--- config.mk ---
export PLATFORM = sky130hd
export DESIGN_NAME = lzs_steer
export DESIGN_NICKNAME = d
export VERILOG_FILES = /design/src/hw/rtl/lzs_pkg.sv /design/src/hw/rtl/lzs_steer.sv
export SDC_FILE = /design/constraint.sdc
export NUM_CORES = 1
export LEC_CHECK = 0
export ABC_AREA = 1
export BUFFER_PORTS_ARGS = -buffer_cell sky130_fd_sc_hd__buf_2
export CAP_MARGIN = 20
export CORE_MARGIN = 4
export CORE_UTILIZATION = 35
export DETAILED_ROUTE_END_ITERATION = 12
export SLEW_MARGIN = 40
export SYNTH_ARGS = -nofsm -noshare
export SYNTH_HDL_FRONTEND = slang
export SYNTH_SLANG_ARGS = --single-unit
--- constraint.sdc ---
create_clock -name clk_i -period 8.9 [get_ports clk_i]
set_input_delay 0.445 -clock clk_i [delete_from_list [all_inputs] [get_ports clk_i]]
set_output_delay 0.445 -clock clk_i [all_outputs]
set_load 0.005 [all_outputs]
--- src/hw/rtl/lzs_pkg.sv ---
`timescale 1ns / 1ps

package lzs_pkg;

  // Sine table geometry: one full turn of 65536 binary angle units.
  localparam int SinDepth = 1024;
  localparam int SinIdxW  = $clog2(SinDepth);
  localparam int SinW     = 17;

  localparam int AngleW = 16;
  localparam int RangeW = 16;
  localparam int ProdW  = RangeW + SinW + 1;
  localparam int FrontW = 18;
  localparam int SideW  = 17;
  localparam int GainW  = 10;
  localparam int RateW  = 10;
  localparam int TurnW  = 11;
  localparam int SpeedW = 16;

  localparam logic [AngleW-1:0]        QuarterTurn  = 16'h4000;
  localparam logic signed [FrontW-1:0] FrontNone    = 18'sd65536;
  localparam logic [SideW-1:0]         SideNone     = 17'd65536;
  localparam logic [SideW:0]           TurnMargin   = 18'd100;
  localparam logic signed [SpeedW-1:0] DefaultSpeed = 16'sd1000;

  localparam longint unsigned HalfPiQ30 = 64'd1686629713;

  typedef logic signed [SinW-1:0] sin_t;
  typedef sin_t sin_tab_t [SinDepth];

  typedef enum logic [2:0] {
    RegAngleStart    = 3'd0,
    RegAngleStep     = 3'd1,
    RegFrontHalfWdt  = 3'd2,
    RegSideMinFwd    = 3'd3,
    RegSlowDistance  = 3'd4,
    RegStopOffset    = 3'd5,
    RegSlowGain      = 3'd6,
    RegTurnRate      = 3'd7
  } reg_idx_e;

  typedef struct packed {
    logic [15:0]      angle_start;
    logic [15:0]      angle_step;
    logic [15:0]      front_half_width;
    logic [15:0]      side_min_forward;
    logic [15:0]      slow_distance;
    logic [15:0]      stop_offset;
    logic [GainW-1:0] slow_gain;
    logic [RateW-1:0] turn_rate;
  } cfg_t;

  // Zone minima of one finished scan.
  typedef struct packed {
    logic signed [FrontW-1:0] front;
    logic [SideW-1:0]         left;
    logic [SideW-1:0]         right;
  } scan_t;

  // Q15 sine of a binary angle by a Taylor series on the first quadrant.
  // Only evaluated at elaboration to build the ROM contents.
  function automatic sin_t sine_q15(input logic [AngleW-1:0] a);
    longint unsigned r;
    longint unsigned z;
    longint unsigned z2;
    longint unsigned term;
    longint          sum;
    longint          res;
    logic [1:0]      q;
    q = a[15:14];
    r = 64'(a[13:0]);
    if (q[0]) begin
      r = 64'd16384 - r;
    end
    z    = (r * HalfPiQ30) >> 14;
    z2   = (z * z) >> 30;
    term = z;
    sum  = $signed(z);
    term = ((term * z2) >> 30) / 6;
    sum  = sum - $signed(term);
    term = ((term * z2) >> 30) / 20;
    sum  = sum + $signed(term);
    term = ((term * z2) >> 30) / 42;
    sum  = sum - $signed(term);
    term = ((term * z2) >> 30) / 72;
    sum  = sum + $signed(term);
    term = ((term * z2) >> 30) / 110;
    sum  = sum - $signed(term);
    term = ((term * z2) >> 30) / 156;
    sum  = sum + $signed(term);
    term = ((term * z2) >> 30) / 210;
    sum  = sum - $signed(term);
    term = ((term * z2) >> 30) / 272;
    sum  = sum + $signed(term);
    if (sum < 0) begin
      sum = 0;
    end
    res = (sum + 64'sd16384) >>> 15;
    if (res > 64'sd32768) begin
      res = 64'sd32768;
    end
    return q[1] ? -sin_t'(SinW'(res)) : sin_t'(SinW'(res));
  endfunction

  function automatic sin_tab_t build_sin_table();
    sin_tab_t tab;
    for (int k = 0; k < SinDepth; k++) begin
      tab[k] = sine_q15(AngleW'(k * (65536 / SinDepth)));
    end
    return tab;
  endfunction

endpackage

--- src/hw/rtl/lzs_steer.sv ---
`timescale 1ns / 1ps

module lzs_steer (
  input  logic                              clk_i,
  input  logic                              rst_ni,
  input  lzs_pkg::cfg_t                     cfg_i,
  input  logic                              scan_valid_i,
  input  lzs_pkg::scan_t                    scan_i,
  output logic                              scan_ready_o,
  output logic                              out_valid_o,
  input  logic                              out_ready_i,
  output logic signed [lzs_pkg::FrontW-1:0] front_distance_o,
  output logic [lzs_pkg::SideW-1:0]         left_gap_o,
  output logic [lzs_pkg::SideW-1:0]         right_gap_o,
  output logic signed [lzs_pkg::SpeedW-1:0] linear_speed_o,
  output logic signed [lzs_pkg::TurnW-1:0]  angular_rate_o
);
  import lzs_pkg::*;

  localparam int DiffW = FrontW + 1;
  localparam int MulW  = DiffW + GainW + 1;

  logic                     valid4_q;
  scan_t                    scan4_q;
  logic signed [MulW-1:0]   prod4_q;
  logic                     slow4_q;
  logic signed [TurnW-1:0]  turn4_q;

  logic                     out_valid_q;
  scan_t                    out_scan_q;
  logic signed [SpeedW-1:0] speed_q;
  logic signed [TurnW-1:0]  turn_q;

  logic                     ready_out;
  logic                     ready4;
  logic signed [DiffW-1:0]  diff;
  logic                     slow;
  logic [SideW:0]           left_m;
  logic [SideW:0]           right_m;
  logic signed [TurnW-1:0]  rate;
  logic signed [TurnW-1:0]  turn;
  logic signed [MulW:0]     rounded;
  logic signed [MulW-10:0]  scaled;
  logic signed [SpeedW-1:0] speed;

  assign ready_out = !out_valid_q || out_ready_i;
  assign ready4    = !valid4_q || ready_out;
  assign scan_ready_o = ready4;

  assign diff = $signed({scan_i.front[FrontW-1], scan_i.front})
              - $signed({3'b000, cfg_i.stop_offset});
  assign slow = scan_i.front < $signed({2'b00, cfg_i.slow_distance});

  // The right-side test wins when both sides are within the margin.
  assign left_m  = {1'b0, scan_i.left} + TurnMargin;
  assign right_m = {1'b0, scan_i.right} + TurnMargin;
  assign rate    = $signed({1'b0, cfg_i.turn_rate});
  always_comb begin
    turn = '0;
    if ({1'b0, scan_i.right} < left_m) begin
      turn = -rate;
    end else if ({1'b0, scan_i.left} < right_m) begin
      turn = rate;
    end
  end

  assign rounded = {prod4_q[MulW-1], prod4_q} + $signed((MulW + 1)'(512));
  assign scaled  = (MulW - 9)'(rounded >>> 10);
  always_comb begin
    speed = DefaultSpeed;
    if (slow4_q) begin
      if (scaled > $signed((MulW - 9)'(32767))) begin
        speed = 16'sh7fff;
      end else if (scaled < -$signed((MulW - 9)'(32768))) begin
        speed = 16'sh8000;
      end else begin
        speed = SpeedW'(scaled);
      end
    end
  end

  always_ff @(posedge clk_i or negedge rst_ni) begin
    if (!rst_ni) begin
      valid4_q    <= 1'b0;
      out_valid_q <= 1'b0;
    end else begin
      if (ready4) begin
        valid4_q <= scan_valid_i;
      end
      if (ready_out) begin
        out_valid_q <= valid4_q;
      end
    end
  end

  always_ff @(posedge clk_i) begin
    if (ready4 && scan_valid_i) begin
      scan4_q <= scan_i;
      prod4_q <= $signed({1'b0, cfg_i.slow_gain}) * diff;
      slow4_q <= slow;
      turn4_q <= turn;
    end
    if (ready_out && valid4_q) begin
      out_scan_q <= scan4_q;
      speed_q    <= speed;
      turn_q     <= turn4_q;
    end
  end

  assign out_valid_o      = out_valid_q;
  assign front_distance_o = out_scan_q.front;
  assign left_gap_o       = out_scan_q.left;
  assign right_gap_o      = out_scan_q.right;
  assign linear_speed_o   = speed_q;
  assign angular_rate_o   = turn_q;

endmodule

Yosys cells after proc, flatten, opt, wreduce, memory -nomap -nowiden --
Index checks and enable logic that the tools add are counted.
Cells by class: reduce and logical (&&, ||, !) cells 7, add/sub/neg operators 5, magnitude comparators 5, mux-type cells 4, multipliers 1, bitwise operators 1
Operator list (number):
- $add A17 B7 Y18 const B | 2
- $lt A17 B18 Y1 | 2
- $add A30 B11 Y31 const B | 1
- $mul A11 B19 Y30 | 1
- $gt A21 B16 Y1 const B | 1
- $lt A21 B16 Y1 const B | 1
- $sub A18 B17 Y19 | 1
- $lt A18 B17 Y1 | 1
- $mux W16 | 1
- $mux W15 | 1
- $mux W11 | 1
- $neg A10 Y11 | 1
- $mux W10 | 1
- $logic_and A1 B1 Y1 | 2
- $logic_not A1 Y1 | 2
- $logic_or A1 B1 Y1 | 2
- $reduce_or A2 Y1 | 1
- $not A1 Y1 | 1
Word-level totals: input bits 172, register bits 175, output and inout port bits 81, word-level logic and storage cells 37

Longest topological paths before layout --
word-level depth 4, depth in mapped cells 32, mapped depth without buffers 32

Worst setup path before layout --
OpenSTA, ideal clock, no wires.
path type input to register, from input scan_i[34] (netlist name), to register prod4_q[28] (data pin), required time 8.642 ns, setup time 0.258 ns, slack 2.528 ns, stages on the path 27, data arrival time 6.114 ns, cells stage by stage inv_1 -> ha_1 -> fa_1 -> nand3b_1 -> nand2_1 -> a21boi_2 -> o21ai_2 -> nand3_1 -> nand3_1 -> nand2_2 -> nand2_1 -> inv_1 -> fa_1 -> clkbuf_1 -> inv_1 -> fa_1 -> fa_1 -> fa_1 -> fa_1 -> inv_1 -> ha_1 -> a21o_1 -> a21oi_1 -> o21ai_0 -> a21oi_1 -> nand2_1 -> xor2_1
On the way: cells in the longest elaborated chain, start to end 2
RTL lines:
- start, declared | line lzs_steer.sv:8 | input lzs_pkg::scan_t scan_i,
- $sub A18 B17 Y19 | line lzs_steer.sv:51 | - $signed({3'b000, cfg_i.stop_offset});
- $mul A11 B19 Y30 | line lzs_steer.sv:99 | prod4_q <= $signed({1'b0, cfg_i.slow_gain}) * diff;
- end signal, assigned | line lzs_steer.sv:99
- end, declared | line lzs_steer.sv:25 | logic signed [MulW-1:0] prod4_q;
Every way passes these cells. A chain may end at the register's enable or synchronous reset.

Worst setup path in the final report --
from input scan_i[34] (netlist name), to register prod4_q[29] (data pin)
Same word-level chain as after synthesis.

==> results.tsv <==
stage	metric	value	unit
run_status	outcome	finished, final reports clean	
worst_hold_path	Hold Crit Class	input port to register	
synthesis	Synth cell types	46	
global_routing	first-pass GRT wire length	63.6	mm
floorplan	num rows	78	
worst_setup_path	R2R depth	12	
finish	Final Net Count	2423	
placed_design	post-detail-place hpwl	32.0	mm
clocking	Worst-path clk slew	0.07	ns
worst_setup_path	crit path kind	input port to register	
finish	# fillers	4611	
synthesis	Primary FF master, synth	edfxtp_1	
global_routing	vias in the first global route	12700	
clocking	CTS max path bufs	2	
synthesis	most common cell in the synthesized netlist	inv_1	
synthesis	area share of xor/xnor cells in the synthesized design	0.0463	
synthesis	number of flops mapped to enable cells by yosys	164	
finish	n_diodes	0	
worst_setup_path	cell at the slowest stage of the critical path	fa_1	
sta	Slew @ Worst Pin	0.727	ns
synthesis	Synth area leader	edfxtp_1	
clocking	worst-skew pair later-pin latency	0.47	ns
finish	synthesis-to-finish area growth	14.2	%
synthesis	Avg Cell Area, Syn	9.05	um^2
sta	RSZ-0062 raised after global routing	no	
floorplan	die span in x	222	um
sta	Final Hold Fails	0	
worst_setup_path	crit-path leading delay family	adder cells	
global_routing	grt total ovfl	0	
synthesis	Post-Synth Adder-Cell Area	0.310	
global_routing	GRT Total Usage	0.159	
floorplan	Die ar.	49100	um^2
synthesis	syn_nets	2234	
synthesis	synth warn	0	
routing	Post-route DRC	0	
sta	Fmax	0.146	GHz
clocking	CTS tree	done	
routing	via count	12300	
clocking	Num CTS Buffers	17	
routing	Detail Route Antenna Nets	0	
synthesis	ys async rst share	0.0120	
finish	share of layout cells above drive strength 1	0.143	
clocking	number of post-CTS setup repair buffers	0	
sta	period utilisation layout	0.768	
worst_setup_path	Setup crit start	scan_i[34]	
synthesis	commonest cells in the netlist	inv_1, nand2_1, nor2_1, fa_1, edfxtp_1	
worst_setup_path	Setup crit end	prod4_q[29]	
placed_design	GP Congestion	0.912	
sta	setup tns final	0	ns
synthesis	sequential-to-total area share from yosys stat	0.311	
worst_setup_path	Critical Path Stages	30	
floorplan	Die Height	222	um
clocking	# H-tree levels	4	
routing	drt first pass iters	5	
worst_setup_path	CP max stage delay	0.77	ns
clocking	root buffer selected by CTS	clkbuf_16	
global_routing	initial antenna violation count	0	
sta	max-slew violations	0	
worst_setup_path	worst path buffer plus inverter count	6	
synthesis	proportion of netlist area held by the largest area contributor	0.308	
sta	final setup vio count	0	
routing	drt via density	4.79	
floorplan	Initial Util	0.353	
floorplan	Core Box Area	45300	um^2
worst_setup_path	reg2reg end	linear_speed_o[2]	
worst_setup_path	reg2reg setup slack	6.66	ns
routing	Initial DRC Count	609	
clocking	post-CTS sizing	0	
finish	register area	4970	um^2
sta	final worst path period need	6.84	ns
synthesis	post-synthesis cell count	1765	
finish	multi-input combinational cell area	9580	um^2
clocking	clk sinks	166	
worst_setup_path	CP Launch Type	input port	
synthesis	Synth Area in Compound Gates	0.0517	
routing	Detailed Route WL	38.2	mm
worst_setup_path	CP Capture Type	register	
routing	Avg WL per Cell	14.9	um
worst_setup_path	Arr. time, crit path	7.15	ns
global_routing	largest net degree at the start of global routing	62	
synthesis	post-synthesis simple-gate area fraction	0.190	
worst_setup_path	CP max FO	9	
sta	Max-slew headroom	0.512	
synthesis	multiplexer area fraction after synthesis	0	
synthesis	main combinational cell family by area after synthesis	adder cells	
synthesis	post-synthesis register bit count	166	
synthesis	mapped cell area	16000	um^2
worst_setup_path	reg2reg start	prod4_q[9]	
worst_setup_path	Req. time, crit path	9.21	ns
floorplan	Ports	253	
sta	Worst Skew	0.0139	ns
placed_design	PortBufs	188	
synthesis	Area contributors post-synth	edfxtp_1, fa_1, ha_1	
job	max-cap viol count	0	
==> metrics by stage <==
step	worst slack, ns	hold slack, ns	area, um^2	utilization	instances
floorplan	2.53	0.149	16000	-	1765
global placement	1.76	0.233	17600	0.388	2532
detailed placement	1.67	0.235	17600	0.388	2532
CTS	2.16	0.146	18200	0.402	2565
global route	1.59	0.161	18300	0.403	2567
finish	2.06	0.195	18300	0.403	2567
==> registers in the layout, summed over array words and instances, names as in the netlist <==
name and cells:
valid4_q 1, right_gap_o 17, linear_speed_o 16, angular_rate_o 11
turn4_q 11, left_gap_o 17, prod4_q 21, slow4_q 1
scan4_q 52, front_distance_o 18, out_valid_o 1
==> final cells by class <==
| class | instances | area share |
|---|---|---|
| clock buffers | 17 | 0.0233 |
| clock inverters | 15 | 0.0106 |
| repair buffers | 193 | 0.0548 |
| inverters | 354 | 0.0729 |
| flip-flops and latches | 166 | 0.273 |
| well taps | 600 | 0.0411 |
| multi-input cells | 1222 | 0.525 |
==> timing repair <==
action,in CTS,in global routing
setup endpoints to repair,0,0
endpoints found under the hold margin,2,0
hold buffers,1,0
==> worst register-to-register path, stage by stage (launching register included) <==
cell and delay [ns]:
edfxtp_1 0.48, ha_1 0.36, nand3_2 0.16, inv_2 0.11, nand2_2 0.09, nor2_1 0.11, nand2_1 0.06, nand2_2 0.09
nand3_1 0.07, nor2_1 0.12, nand2_2 0.10, nand3_2 0.15, nand2_1 0.09
==> layer usage <==
| layer | GRT usage | vias to the layer above | routed length, um |
|---|---|---|---|
| met2 | 0.289 | 255 | 19600 |
| met4 | 0.0468 | 0 | 660 |
| met1 | 0.197 | 6007 | 16400 |
| met3 | 0.0230 | 42 | 1570 |
| li1 | - | 5992 | - |
| met5 | 0 | - | 0 |
==> logic make-up (layout without fill, tap and decap cells) <==
group / after synthesis / count (layout)
buf+inv: 377 / 579
compound gates: 145 / 145
simple gates: 698 / 698
fa+ha+maj: 297 / 297
flops: 166 / 166
xor+xnor: 82 / 82
==> cells in the final DEF (no fill, tap or decap), types with 5 or more instances in the layout <==
cell type | Yosys | routed
a21o_1 | 7 | 7
a21oi_1 | 76 | 75
a31oi_1 | 5 | 5
buf_2 | 4 | 188
clkbuf_16 | 0 | 17
clkinv_1 | 5 | 5
edfxtp_1 | 164 | 164
fa_1 | 166 | 166
ha_1 | 131 | 131
inv_1 | 341 | 340
inv_2 | 8 | 8
nand2_1 | 308 | 308
nand2_2 | 8 | 8
nand3_1 | 114 | 114
nand3_2 | 12 | 12
nand3b_1 | 7 | 7
nand4_1 | 19 | 19
nor2_1 | 192 | 192
nor2_2 | 8 | 8
nor3_1 | 11 | 11
o211ai_1 | 5 | 5
o21ai_0 | 26 | 26
o21ai_1 | 5 | 5
o21bai_1 | 8 | 8
or2_1 | 5 | 5
or2_2 | 6 | 6
xnor2_1 | 30 | 29
xor2_1 | 49 | 49
==> worst min-delay path by stage <==
stage                    start           to  slack (ns)  cells after the start
floorplan               rst_ni  out_valid_o        0.15                      0
global placement        rst_ni     valid4_q        0.23                      1
detailed placement      rst_ni     valid4_q        0.24                      1
CTS                  scan_i[0]   scan4_q[0]        0.15                      1
global route         scan_i[0]   scan4_q[0]        0.16                      1
finish              scan_i[43]  scan4_q[43]        0.19                      1
Power is not shown: default switching activity piles up to over one toggle a cycle in this logic, so the estimate is an artifact.
